File: src/sv/gpuf_pkg.sv
// ----------------------------------------------------------------------------
// gpuf_pkg
// Shared sizes, codes, types and helpers of the percolation union-find core.
// ----------------------------------------------------------------------------
`default_nettype none

package gpuf_pkg;

    localparam int MAX_SIDE   = 32;
    localparam int ROW_W      = $clog2(MAX_SIDE);
    localparam int SITE_COUNT = MAX_SIDE * MAX_SIDE;
    localparam int NODE_COUNT = SITE_COUNT + 2;
    localparam int SITE_W     = $clog2(SITE_COUNT);
    localparam int NODE_W     = $clog2(NODE_COUNT);
    localparam int WGT_W      = $clog2(NODE_COUNT + 1);
    localparam int CFG_W      = 6;

    localparam logic [CFG_W-1:0]  SIDE_RESET  = CFG_W'(32);
    localparam logic [NODE_W-1:0] TOP_NODE    = '0;
    localparam logic [NODE_W-1:0] BOTTOM_NODE = NODE_W'(SITE_COUNT + 1);
    localparam logic [NODE_W-1:0] LAST_NODE   = NODE_W'(NODE_COUNT - 1);

    localparam logic KIND_OPEN  = 1'b0;
    localparam logic KIND_PROBE = 1'b1;

    // join candidates, walked in this order for an open
    localparam int CAND_W = 3;
    localparam logic [CAND_W-1:0] CAND_TOP    = 3'd0;
    localparam logic [CAND_W-1:0] CAND_BOTTOM = 3'd1;
    localparam logic [CAND_W-1:0] CAND_UP     = 3'd2;
    localparam logic [CAND_W-1:0] CAND_DOWN   = 3'd3;
    localparam logic [CAND_W-1:0] CAND_LEFT   = 3'd4;
    localparam logic [CAND_W-1:0] CAND_RIGHT  = 3'd5;
    localparam logic [CAND_W-1:0] CAND_END    = 3'd6;

    typedef enum logic [3:0] {
        S_CLEAR,
        S_IDLE,
        S_SELF,
        S_CAND,
        S_NBR,
        S_FIND,
        S_UNI,
        S_DONE
    } t_state;

    typedef enum logic [2:0] {
        PH_JOIN_A,
        PH_JOIN_B,
        PH_TOP,
        PH_NODE,
        PH_BOTTOM
    } t_phase;

    typedef struct packed {
        logic              re;
        logic [SITE_W-1:0] raddr;
        logic              we;
        logic [SITE_W-1:0] waddr;
        logic              wdata;
    } t_map_req;

    typedef struct packed {
        logic              re;
        logic [NODE_W-1:0] raddr;
        logic              we;
        logic [NODE_W-1:0] waddr;
        logic [NODE_W-1:0] wdata;
    } t_par_req;

    typedef struct packed {
        logic              re;
        logic [NODE_W-1:0] raddr;
        logic              we;
        logic [NODE_W-1:0] waddr;
        logic [WGT_W-1:0]  wdata;
    } t_wgt_req;

    typedef struct packed {
        logic was_open;
        logic site_full;
        logic percolates_now;
        logic range_error;
    } t_result;

    function automatic logic [SITE_W-1:0] site_of(input logic [ROW_W-1:0] row,
                                                   input logic [ROW_W-1:0] col);
        site_of = SITE_W'(32'(row) * MAX_SIDE + 32'(col));
    endfunction

    function automatic logic [NODE_W-1:0] node_of(input logic [ROW_W-1:0] row,
                                                   input logic [ROW_W-1:0] col);
        node_of = NODE_W'(32'(row) * MAX_SIDE + 32'(col) + 1);
    endfunction

endpackage

`default_nettype wire

File: src/sv/gpuf_seq.sv
// ----------------------------------------------------------------------------
// gpuf_seq
// Sequencer: clears the forest, walks the joins of an open and the root
// finds of the final checks through the three memories.
// ----------------------------------------------------------------------------
`default_nettype none

module gpuf_seq (
    input  wire logic                          i_clk,
    input  wire logic                          i_rst_n,
    input  wire logic [gpuf_pkg::CFG_W-1:0]    i_side,
    input  wire logic                          i_in_valid,
    input  wire logic                          i_kind,
    input  wire logic [gpuf_pkg::ROW_W-1:0]    i_row,
    input  wire logic [gpuf_pkg::ROW_W-1:0]    i_column,
    output logic                               o_idle,
    output logic                               o_res_valid,
    input  wire logic                          i_res_take,
    output gpuf_pkg::t_result                  o_res,
    output gpuf_pkg::t_map_req                 o_map_req,
    input  wire logic                          i_map_rdata,
    output gpuf_pkg::t_par_req                 o_par_req,
    input  wire logic [gpuf_pkg::NODE_W-1:0]   i_par_rdata,
    output gpuf_pkg::t_wgt_req                 o_wgt_req,
    input  wire logic [gpuf_pkg::WGT_W-1:0]    i_wgt_rdata
);

    gpuf_pkg::t_state r_state, n_state;
    gpuf_pkg::t_phase r_phase;

    logic [gpuf_pkg::NODE_W-1:0] r_clr;
    logic                        r_kind;
    logic [gpuf_pkg::ROW_W-1:0]  r_row;
    logic [gpuf_pkg::ROW_W-1:0]  r_col;
    logic                        r_err;
    logic [gpuf_pkg::NODE_W-1:0] r_node;
    logic                        r_was;
    logic [gpuf_pkg::CAND_W-1:0] r_cand;
    logic [gpuf_pkg::NODE_W-1:0] r_cur;
    logic [gpuf_pkg::NODE_W-1:0] r_a;
    logic [gpuf_pkg::NODE_W-1:0] r_b;
    logic [gpuf_pkg::NODE_W-1:0] r_ra;
    logic [gpuf_pkg::NODE_W-1:0] r_rb;
    logic [gpuf_pkg::WGT_W-1:0]  r_wa;
    logic [gpuf_pkg::NODE_W-1:0] r_rt;
    logic                        r_full;
    logic                        r_perc;

    logic                        in_range;
    logic                        is_root;
    logic                        last_row;
    logic                        nbr_ok;
    logic [gpuf_pkg::ROW_W-1:0]  nbr_row;
    logic [gpuf_pkg::ROW_W-1:0]  nbr_col;
    logic [gpuf_pkg::WGT_W-1:0]  wsum;

    assign in_range = (gpuf_pkg::CFG_W'(i_row) < i_side)
                   && (gpuf_pkg::CFG_W'(i_column) < i_side);
    assign is_root  = (i_par_rdata == r_cur);
    assign last_row = ((gpuf_pkg::CFG_W'(r_row) + gpuf_pkg::CFG_W'(1)) == i_side);
    assign wsum     = r_wa + i_wgt_rdata;

    // neighbor of the candidate under test
    always_comb begin
        nbr_row = r_row;
        nbr_col = r_col;
        nbr_ok  = 1'b0;
        case (r_cand)
            gpuf_pkg::CAND_UP: begin
                nbr_row = r_row - gpuf_pkg::ROW_W'(1);
                nbr_ok  = (r_row != '0);
            end
            gpuf_pkg::CAND_DOWN: begin
                nbr_row = r_row + gpuf_pkg::ROW_W'(1);
                nbr_ok  = ((gpuf_pkg::CFG_W'(r_row) + gpuf_pkg::CFG_W'(1)) < i_side);
            end
            gpuf_pkg::CAND_LEFT: begin
                nbr_col = r_col - gpuf_pkg::ROW_W'(1);
                nbr_ok  = (r_col != '0);
            end
            gpuf_pkg::CAND_RIGHT: begin
                nbr_col = r_col + gpuf_pkg::ROW_W'(1);
                nbr_ok  = ((gpuf_pkg::CFG_W'(r_col) + gpuf_pkg::CFG_W'(1)) < i_side);
            end
            default: begin
                nbr_ok = 1'b0;
            end
        endcase
    end

    // next state
    always_comb begin
        n_state = r_state;
        case (r_state)
            gpuf_pkg::S_CLEAR: begin
                if (r_clr == gpuf_pkg::LAST_NODE) n_state = gpuf_pkg::S_IDLE;
            end
            gpuf_pkg::S_IDLE: begin
                if (i_in_valid) n_state = in_range ? gpuf_pkg::S_SELF : gpuf_pkg::S_FIND;
            end
            gpuf_pkg::S_SELF: begin
                n_state = (r_kind == gpuf_pkg::KIND_PROBE) ? gpuf_pkg::S_FIND
                                                            : gpuf_pkg::S_CAND;
            end
            gpuf_pkg::S_CAND: begin
                case (r_cand)
                    gpuf_pkg::CAND_TOP: begin
                        if (r_row == '0) n_state = gpuf_pkg::S_FIND;
                    end
                    gpuf_pkg::CAND_BOTTOM: begin
                        if (last_row) n_state = gpuf_pkg::S_FIND;
                    end
                    gpuf_pkg::CAND_END: begin
                        n_state = gpuf_pkg::S_FIND;
                    end
                    default: begin
                        if (nbr_ok) n_state = gpuf_pkg::S_NBR;
                    end
                endcase
            end
            gpuf_pkg::S_NBR: begin
                n_state = i_map_rdata ? gpuf_pkg::S_FIND : gpuf_pkg::S_CAND;
            end
            gpuf_pkg::S_FIND: begin
                if (is_root) begin
                    case (r_phase)
                        gpuf_pkg::PH_JOIN_B: begin
                            n_state = (r_cur == r_ra) ? gpuf_pkg::S_CAND : gpuf_pkg::S_UNI;
                        end
                        gpuf_pkg::PH_BOTTOM: begin
                            n_state = gpuf_pkg::S_DONE;
                        end
                        default: begin
                            n_state = gpuf_pkg::S_FIND;
                        end
                    endcase
                end
            end
            gpuf_pkg::S_UNI: begin
                n_state = gpuf_pkg::S_CAND;
            end
            gpuf_pkg::S_DONE: begin
                if (i_res_take) n_state = gpuf_pkg::S_IDLE;
            end
            default: begin
                n_state = gpuf_pkg::S_CLEAR;
            end
        endcase
    end

    // memory requests and handshake outputs
    always_comb begin
        o_map_req   = '0;
        o_par_req   = '0;
        o_wgt_req   = '0;
        o_idle      = 1'b0;
        o_res_valid = 1'b0;
        case (r_state)
            gpuf_pkg::S_CLEAR: begin
                o_map_req.we    = 1'b1;
                o_map_req.waddr = r_clr[gpuf_pkg::SITE_W-1:0];
                o_map_req.wdata = 1'b0;
                o_par_req.we    = 1'b1;
                o_par_req.waddr = r_clr;
                o_par_req.wdata = r_clr;
                o_wgt_req.we    = 1'b1;
                o_wgt_req.waddr = r_clr;
                o_wgt_req.wdata = gpuf_pkg::WGT_W'(1);
            end
            gpuf_pkg::S_IDLE: begin
                o_idle = 1'b1;
                if (i_in_valid) begin
                    if (in_range) begin
                        o_map_req.re    = 1'b1;
                        o_map_req.raddr = gpuf_pkg::site_of(i_row, i_column);
                    end else begin
                        o_par_req.re    = 1'b1;
                        o_par_req.raddr = gpuf_pkg::TOP_NODE;
                    end
                end
            end
            gpuf_pkg::S_SELF: begin
                if (r_kind == gpuf_pkg::KIND_PROBE) begin
                    o_par_req.re    = 1'b1;
                    o_par_req.raddr = gpuf_pkg::TOP_NODE;
                end else begin
                    o_map_req.we    = 1'b1;
                    o_map_req.waddr = gpuf_pkg::site_of(r_row, r_col);
                    o_map_req.wdata = 1'b1;
                end
            end
            gpuf_pkg::S_CAND: begin
                case (r_cand)
                    gpuf_pkg::CAND_TOP: begin
                        o_par_req.re    = (r_row == '0);
                        o_par_req.raddr = gpuf_pkg::TOP_NODE;
                    end
                    gpuf_pkg::CAND_BOTTOM: begin
                        o_par_req.re    = last_row;
                        o_par_req.raddr = gpuf_pkg::BOTTOM_NODE;
                    end
                    gpuf_pkg::CAND_END: begin
                        o_par_req.re    = 1'b1;
                        o_par_req.raddr = gpuf_pkg::TOP_NODE;
                    end
                    default: begin
                        o_map_req.re    = nbr_ok;
                        o_map_req.raddr = gpuf_pkg::site_of(nbr_row, nbr_col);
                    end
                endcase
            end
            gpuf_pkg::S_NBR: begin
                o_par_req.re    = i_map_rdata;
                o_par_req.raddr = r_a;
            end
            gpuf_pkg::S_FIND: begin
                if (!is_root) begin
                    o_par_req.re    = 1'b1;
                    o_par_req.raddr = i_par_rdata;
                end else begin
                    case (r_phase)
                        gpuf_pkg::PH_JOIN_A: begin
                            o_wgt_req.re    = 1'b1;
                            o_wgt_req.raddr = r_cur;
                            o_par_req.re    = 1'b1;
                            o_par_req.raddr = r_b;
                        end
                        gpuf_pkg::PH_JOIN_B: begin
                            o_wgt_req.re    = (r_cur != r_ra);
                            o_wgt_req.raddr = r_cur;
                        end
                        gpuf_pkg::PH_TOP: begin
                            o_par_req.re    = 1'b1;
                            o_par_req.raddr = r_err ? gpuf_pkg::BOTTOM_NODE : r_node;
                        end
                        gpuf_pkg::PH_NODE: begin
                            o_par_req.re    = 1'b1;
                            o_par_req.raddr = gpuf_pkg::BOTTOM_NODE;
                        end
                        default: begin
                            o_par_req.re = 1'b0;
                        end
                    endcase
                end
            end
            gpuf_pkg::S_UNI: begin
                // hang the lighter root below the heavier, ties below the first
                o_par_req.we    = 1'b1;
                o_wgt_req.we    = 1'b1;
                o_wgt_req.wdata = wsum;
                if (r_wa < i_wgt_rdata) begin
                    o_par_req.waddr = r_ra;
                    o_par_req.wdata = r_rb;
                    o_wgt_req.waddr = r_rb;
                end else begin
                    o_par_req.waddr = r_rb;
                    o_par_req.wdata = r_ra;
                    o_wgt_req.waddr = r_ra;
                end
            end
            gpuf_pkg::S_DONE: begin
                o_res_valid = 1'b1;
            end
            default: begin
                o_idle = 1'b0;
            end
        endcase
    end

    assign o_res.was_open       = r_was & ~r_err;
    assign o_res.site_full      = r_full;
    assign o_res.percolates_now = r_perc;
    assign o_res.range_error    = r_err;

    always_ff @(posedge i_clk) begin
        if (!i_rst_n) begin
            r_state <= gpuf_pkg::S_CLEAR;
            r_clr   <= '0;
        end else begin
            r_state <= n_state;
            if (r_state == gpuf_pkg::S_CLEAR) r_clr <= r_clr + gpuf_pkg::NODE_W'(1);
        end
    end

    always_ff @(posedge i_clk) begin
        if (o_par_req.re) r_cur <= o_par_req.raddr;
        case (r_state)
            gpuf_pkg::S_IDLE: begin
                if (i_in_valid) begin
                    r_kind  <= i_kind;
                    r_row   <= i_row;
                    r_col   <= i_column;
                    r_err   <= ~in_range;
                    r_node  <= gpuf_pkg::node_of(i_row, i_column);
                    r_phase <= gpuf_pkg::PH_TOP;
                end
            end
            gpuf_pkg::S_SELF: begin
                r_was   <= i_map_rdata;
                r_cand  <= gpuf_pkg::CAND_TOP;
                r_phase <= gpuf_pkg::PH_TOP;
            end
            gpuf_pkg::S_CAND: begin
                case (r_cand)
                    gpuf_pkg::CAND_TOP: begin
                        r_a     <= gpuf_pkg::TOP_NODE;
                        r_b     <= r_node;
                        r_phase <= gpuf_pkg::PH_JOIN_A;
                        r_cand  <= r_cand + gpuf_pkg::CAND_W'(1);
                    end
                    gpuf_pkg::CAND_BOTTOM: begin
                        r_a     <= gpuf_pkg::BOTTOM_NODE;
                        r_b     <= r_node;
                        r_phase <= gpuf_pkg::PH_JOIN_A;
                        r_cand  <= r_cand + gpuf_pkg::CAND_W'(1);
                    end
                    gpuf_pkg::CAND_END: begin
                        r_phase <= gpuf_pkg::PH_TOP;
                    end
                    default: begin
                        r_a    <= r_node;
                        r_b    <= gpuf_pkg::node_of(nbr_row, nbr_col);
                        if (!nbr_ok) r_cand <= r_cand + gpuf_pkg::CAND_W'(1);
                    end
                endcase
            end
            gpuf_pkg::S_NBR: begin
                r_cand  <= r_cand + gpuf_pkg::CAND_W'(1);
                r_phase <= gpuf_pkg::PH_JOIN_A;
            end
            gpuf_pkg::S_FIND: begin
                if (is_root) begin
                    case (r_phase)
                        gpuf_pkg::PH_JOIN_A: begin
                            r_ra    <= r_cur;
                            r_phase <= gpuf_pkg::PH_JOIN_B;
                        end
                        gpuf_pkg::PH_JOIN_B: begin
                            r_rb <= r_cur;
                            r_wa <= i_wgt_rdata;
                        end
                        gpuf_pkg::PH_TOP: begin
                            r_rt    <= r_cur;
                            r_full  <= 1'b0;
                            r_phase <= r_err ? gpuf_pkg::PH_BOTTOM : gpuf_pkg::PH_NODE;
                        end
                        gpuf_pkg::PH_NODE: begin
                            r_full  <= (r_cur == r_rt);
                            r_phase <= gpuf_pkg::PH_BOTTOM;
                        end
                        default: begin
                            r_perc <= (r_cur == r_rt);
                        end
                    endcase
                end
            end
            default: begin
                r_cand <= r_cand;
            end
        endcase
    end

endmodule

`default_nettype wire

File: config.mk
export PLATFORM = sky130hd
export DESIGN_NAME = gpuf_seq
export DESIGN_NICKNAME = d
export VERILOG_FILES = /design/src/sv/gpuf_pkg.sv /design/src/sv/gpuf_seq.sv
export SDC_FILE = /design/constraint.sdc
export NUM_CORES = 1
export LEC_CHECK = 0
export ABC_AREA = 1
export BUFFER_PORTS_ARGS = -buffer_cell sky130_fd_sc_hd__buf_2
export CAP_MARGIN = 20
export CORE_UTILIZATION = 43
export CTS_BUF_LIST = sky130_fd_sc_hd__clkbuf_4
export DETAILED_ROUTE_END_ITERATION = 7
export GPL_TIMING_DRIVEN = 0
export SYNTH_ARGS = -nofsm -noshare
export SYNTH_HDL_FRONTEND = slang
export SYNTH_SLANG_ARGS = --single-unit
File: constraint.sdc
create_clock -name i_clk -period 6.3 [get_ports i_clk]
set_input_delay 0.315 -clock i_clk [delete_from_list [all_inputs] [get_ports i_clk]]
set_output_delay 0.315 -clock i_clk [all_outputs]
set_load 0.01 [all_outputs]
==> impl_metrics.yaml, run 1 <==
synthesis:
  ys_types: 42
  syn_inst: 1057
  ys_top_cells_by_area: "edfxtp_1 38%, nand2_1 9.8%, ha_1 9.1%"
  yosysTopAreaCellShare_pct: 38.2
  yosysTopAreaCell: "edfxtp_1"
  syn_area_mm2: 0.00857
  synth-seq-cells: 123
  ys_warn_count: 0
  syn_avg_cell_area_um2: 8.11
  postSynthNetCount: 1166
  ys_seq_area_share_pct: 41.5
setup_path:
  crit_arrival_ns: 3.44
  crit_end: "o_par_req[34]"
  reg2reg_slack_ns: 3.15
  worstReg2RegEnd: "r_b[7]"
  r2r_cells: 15
  crit_start: "r_row[0]"
  crit_path_end_kind: "primary output"
  crit_type: "reg2out"
  required_ns: 5.98
  r2r_start: "r_cand[1]"
  critPathLaunchType: "flip-flop"
  critPathMaxFanout: 12
grt:
  antenna_found_initial: 1
  grt_usage_pct: 24.0
  grt_pass1_wl_um: 36900
  grt_max_degree: 21
  grt_pass1_vias: 7137
  grt.overflow.total: 0
placement:
  dpl_cell_area_mm2: 0.00967
  place_ws_ns: 3.14
  gp_congestion: 0.891
  io_buffers: 142
  dpl.hpwl_um: 19400
die:
  num_rows: 51
  die-area_mm2: 0.0205
  initial_utilization_pct: 43.9
  die_w_um: 143
  fp.dieH_um: 143
  coreArea_mm2: 0.0195
  io_pins: 143
timing:
  relSlewSlack_pct: 39.8
  finalCritPeriodShare_pct: 59.6
  slew_viol_final: 0
  setup_ws_ns: 2.54
  worst_slew_pin_slew_ns: 0.896
  hold_viol: 0
  setup_tns_ns: 0
  setup_viol: 0
  fin_crit_ns: 3.76
  max_freq_mhz: 266
  rsz0062_at_grt: "no"
  skew_ns: 0.0189
clocking:
  cts.sinks: 123
  clk_latency_ns: 0.54
  postCtsResizedCells: 0
  cts_buffers: 17
  cts-root-buf: "clkbuf_4"
  clkTransAtPathRegs_ns: 0.12
  cts_setup_buffers: 0
  cts_buffer_depth: 2
  cts_tree: "yes"
  cts.htree.levels: 4
cells_and_area:
  area_delta_synth_final_pct: 18.0
  drive_gt1_share_pct: 19.4
  layout.nets: 1348
  design_area_mm2: 0.0101
drt:
  route.vias.total: 7715
  routed_wl_um: 24000
  dr.pass1.iters: 7
  avgRoutedWirePerCell_um: 15.8
  drt_iter0_drc: 491
  postRouteAntennaNets: 0
  drc: 0
  viasPerCell: 5.08
pwr:
  power_density_mw_per_mm2: 310
  peakVddDrop_mv: 0.114
  p_leak_nw: 4.84
hold_path:
  hold_class: "in2reg"
  hold_path_depth: 1
flow_run:
  maxCapViolCount: 0
status:
  run_status: "completed"
how the worst min path moves through the flow:
stage	start	to	slack [ns]
2_1_floorplan	i_column[0]	r_col[0]	0.41
3_3_place_gp	r_clr[10]	r_clr[10]	0.49
3_5_place_dp	r_clr[10]	r_clr[10]	0.50
4_1_cts	i_map_rdata	r_was	0.002
5_1_grt	i_row[1]	r_row[1]	0.01
6_report	i_column[1]	r_col[1]	0.05
sequential cells by signal, summed over array words and instances, names as in the netlist, 11 cells and up:
| signal | cells |
|---|---|
| r_node | 11 |
| r_cur | 11 |
| r_a | 11 |
| r_b | 11 |
| r_rb | 11 |
| r_wa | 11 |
| r_clr | 11 |
| r_ra | 11 |
| r_rt | 11 |
stage by stage:
step	util [%]	hold WS, ns	cells	power (mW)
after floorplan	-	0.414	1057	2.13
after detailed placement	49.5	0.495	1468	2.60
after global routing	51.8	0.0106	1518	3.37
after global placement	49.2	0.494	1464	2.57
after CTS	51.7	0.00209	1516	3.16
final	51.8	0.0479	1518	3.14
where the power goes:
group | switching, mW | internal, mW | total (mW)
clock network | 0.316 | 0.235 | 0.551
registers | 0.164 | 1.07 | 1.24
logic | 0.888 | 0.460 | 1.35
cells in the mapped netlist (all sizes together):
cell type and number:
nand2 228, inv 171, edfxtp 109, nor2 106
o21ai 90, ha 62, nand3 57, a21oi 38
nand4 37, xor2 30, buf 26, nor3 20
dfxtp 14, o22ai 13, xnor2 12, clkbuf 10
o31ai 6, nor4 5, o21a 4, a221oi 3
fa 3, nor3b 3, a21boi 2, o21bai 2
a211oi 1, a22oi 1, a32o 1, nand3b 1
o221ai 1, or2 1
per-layer routing:
layer / wire (µm) / global-route usage, % / vias up
met4: 416 / 6.90 / 0
li1: - / - / 3891
met1: 11000 / 31.5 / 3574
met2: 11200 / 40.5 / 229
met5: 0 / 0 / -
met3: 1370 / 3.69 / 21
repair_timing:
action | in CTS | in global routing
hold endpoints to repair | 16 | 1
hold buffers | 16 | 1
setup endpoints to repair | 0 | 0
critical path, cell delays in order (launching register included):
cell	delay [ns]
edfxtp_1	0.51
inv_1	0.18
o31ai_1	0.34
nand2_1	0.08
inv_1	0.06
ha_1	0.22
nand2_1	0.07
nor2_1	0.05
nand3_1	0.13
o221ai_1	0.16
a21oi_1	0.18
nand4_1	0.56
buf_2	0.37
cell families (layout without fill, tap and decap cells):
logic type	after synthesis	count (layout)	share of synthesized area, %
DFF	123	123	41.5
buffers and inverters	207	402	9.94
AOI/OAI and AO/OA	162	162	10.4
and+or+nand+nor	458	458	24.2
other	0	1	0
xor gates and xnor gates	42	42	4.29
adders and majority gates	65	65	9.75
layout by cell type, fill, tap and decap left out, types with 12 or more instances in the layout:
cell	n
inv_1	159
xor2_1	30
nor3_1	18
dlygate4sd3_1	17
o22ai_1	13
nand2_1	223
ha_1	62
edfxtp_1	109
buf_4	16
xnor2_1	12
nor2_2	12
o21ai_0	45
nor2_1	91
nand4_1	37
dfxtp_1	14
nand3_1	52
clkbuf_4	17
a21oi_1	38
buf_2	153
o21ai_1	45
final cells by class:
cell class	instances	area, µm²
Sequential cell	123	3550
Fill cell	1952	9410
Timing Repair Buffer	163	927
Antenna cell	1	2.50
Inverter	171	644
Clock inverter	15	149
Buffer	36	208
Clock buffer	17	128
Multi-Input combinational cell	727	4170
Tap cell	265	332
No activity file was read; power rests on OpenSTA's default activity.
==> run 2: changes to the inputs <==
--- a/config.mk
+++ b/config.mk
@@ -12,6 +12,7 @@
 export CTS_BUF_LIST = sky130_fd_sc_hd__clkbuf_4
 export DETAILED_ROUTE_END_ITERATION = 7
 export GPL_TIMING_DRIVEN = 0
+export PLACE_DENSITY = 0.66
 export SYNTH_ARGS = -nofsm -noshare
 export SYNTH_HDL_FRONTEND = slang
 export SYNTH_SLANG_ARGS = --single-unit
==> constraint.sdc (replaced) <==
create_clock -name i_clk -period 3.4 [get_ports i_clk]
set_input_delay 0.17 -clock i_clk [delete_from_list [all_inputs] [get_ports i_clk]]
set_output_delay 0.17 -clock i_clk [all_outputs]
set_load 0.01 [all_outputs]
==> impl_metrics.yaml, run 2 (synthesis results as in run 1) <==
drt:
  routed_wl_um: 23300
  viasPerCell: 5.06
  drt_iter0_drc: 612
  postRouteAntennaNets: 0
  drc: 0
  dr.pass1.iters: 7
  route.vias.total: 7761
  avgRoutedWirePerCell_um: 15.2
placement:
  dpl_cell_area_mm2: 0.00968
  io_buffers: 142
  dpl.hpwl_um: 18500
  gp_congestion: 0.900
grt:
  grt.overflow.total: 0
  antenna_found_initial: 1
  grt_pass1_vias: 7129
  grt_usage_pct: 23.6
  grt_pass1_wl_um: 36500
  grt_max_degree: 22
pwr:
  peakVddDrop_mv: 0.262
  p_leak_nw: 4.92
  power_density_mw_per_mm2: 573
  power_mw: 5.92
timing:
  whs_ns: 0.0394
  hold_viol: 0
  setup_tns_ns: 0
  relSlewSlack_pct: 39.3
  skew_ns: 0.0256
  worst_slew_pin_slew_ns: 0.904
  fin_crit_ns: 3.20
  max_freq_mhz: 312
  finalCritPeriodShare_pct: 94.2
  setup_viol: 0
  slew_viol_final: 0
clocking:
  cts.htree.levels: 4
  cts_buffers: 17
  clk_latency_ns: 0.56
  cts-root-buf: "clkbuf_4"
  cts.sinks: 123
  cts_tree: "yes"
  clkTransAtPathRegs_ns: 0.12
  cts_buffer_depth: 2
cells_and_area:
  final_common_cell: "nand2_1"
  design_area_mm2: 0.0103
  multi_input_area_mm2: 0.00421
  drive_gt1_share_pct: 20.1
  fillers: 1911
  layout_common_cells: "222 x nand2_1, 159 x inv_1, 152 x buf_2"
  layout.nets: 1364
  area_delta_synth_final_pct: 20.5
  ff_latch_area_mm2: 0.00355
  post-route-util_pct: 52.9
die:
  io_pins: 143
  initial_utilization_pct: 43.9
  coreArea_mm2: 0.0195
  die_w_um: 143
  num_rows: 51
  die-area_mm2: 0.0205
  fp.dieH_um: 143
setup_path:
  path_common_cell: "nand2_1"
  crit_path_top_delay_cell: "edfxtp_1"
  required_ns: 3.23
  critPathMaxFanout: 4
  crit_type: "reg2out"
  max_stage_delay_ns: 0.46
  path_cells: "buf_4 > ha_1 > ha_2 > inv_1 > ha_1 > a21oi_1 > nand2_1 > nand2_1 > nand2_1 > a21oi_2 > inv_1 > o22ai_1 > buf_2"
  crit_path_end_kind: "primary output"
  critPathLaunchType: "flip-flop"
  crit_arrival_ns: 3.03
hold_path:
  hold_class: "in2reg"
flow_run:
  maxCapViolCount: 0
status:
  run_status: "completed"
[run 2: final cells by class]
type / instances / share of cell area (%)
multi-input combinational: 727 / 40.8
tap: 265 / 3.21
antenna: 1 / 0.0242
sequential: 123 / 34.4
buffer: 36 / 2.01
clock inverter: 12 / 1.37
inverter: 171 / 6.24
timing repair buffer: 179 / 10.6
clock buffer: 19 / 1.38
[run 2: worst paths after layout]
kind,slack [ns],cells after the start,end,start
setup / recovery,0.20,13,o_map_req[21],r_cand[1]
hold / removal,0.04,3,r_cur[5],i_par_rdata[5]
setup reg to reg,0.39,15,r_b[7],r_cand[1]
hold reg to reg,0.54,2,r_clr[10],r_clr[10]
[run 2: metrics by stage]
stage / worst slack, ns / instances
finish: 0.196 / 1533
detailed placement: 0.375 / 1468
global placement: -0.180 / 1464
CTS: 0.0602 / 1528
floorplan: 0.802 / 1057
global route: -0.00375 / 1533
[run 2: what timing repair did]
action | CTS | global route
endpoints found under the hold margin | 41 | 0
hold buffers | 28 | 0
pin swaps | 1 | 0
endpoints found under the setup margin | 1 | 4
setup buffers | 1 | 4
gates resized for setup | 0 | 7
[run 2: worst max-delay path: cells and delay by family, from the launching register on]
| kind | cells | cell delay (ns) |
|---|---|---|
| flip-flops | 1 | 0.46 |
| AO/OA/AOI/OAI | 3 | 0.58 |
| adder cells (fa/ha/maj) | 3 | 0.67 |
| AND/OR/NAND/NOR | 3 | 0.20 |
| buffers and inverters | 4 | 0.57 |
[run 2: layer usage]
metal	vias up	part of all wire (%)	GRT usage, %
met3	28	5.7	4.23
met5	-	0	0
met2	290	48	40.2
li1	3917	-	-
met4	0	1.8	7.92
met1	3526	44	30.1
[run 2: where the power goes]
group	switching [mW]	internal, mW
logic	1.68	0.922
registers	0.279	1.99
clock network	0.592	0.457
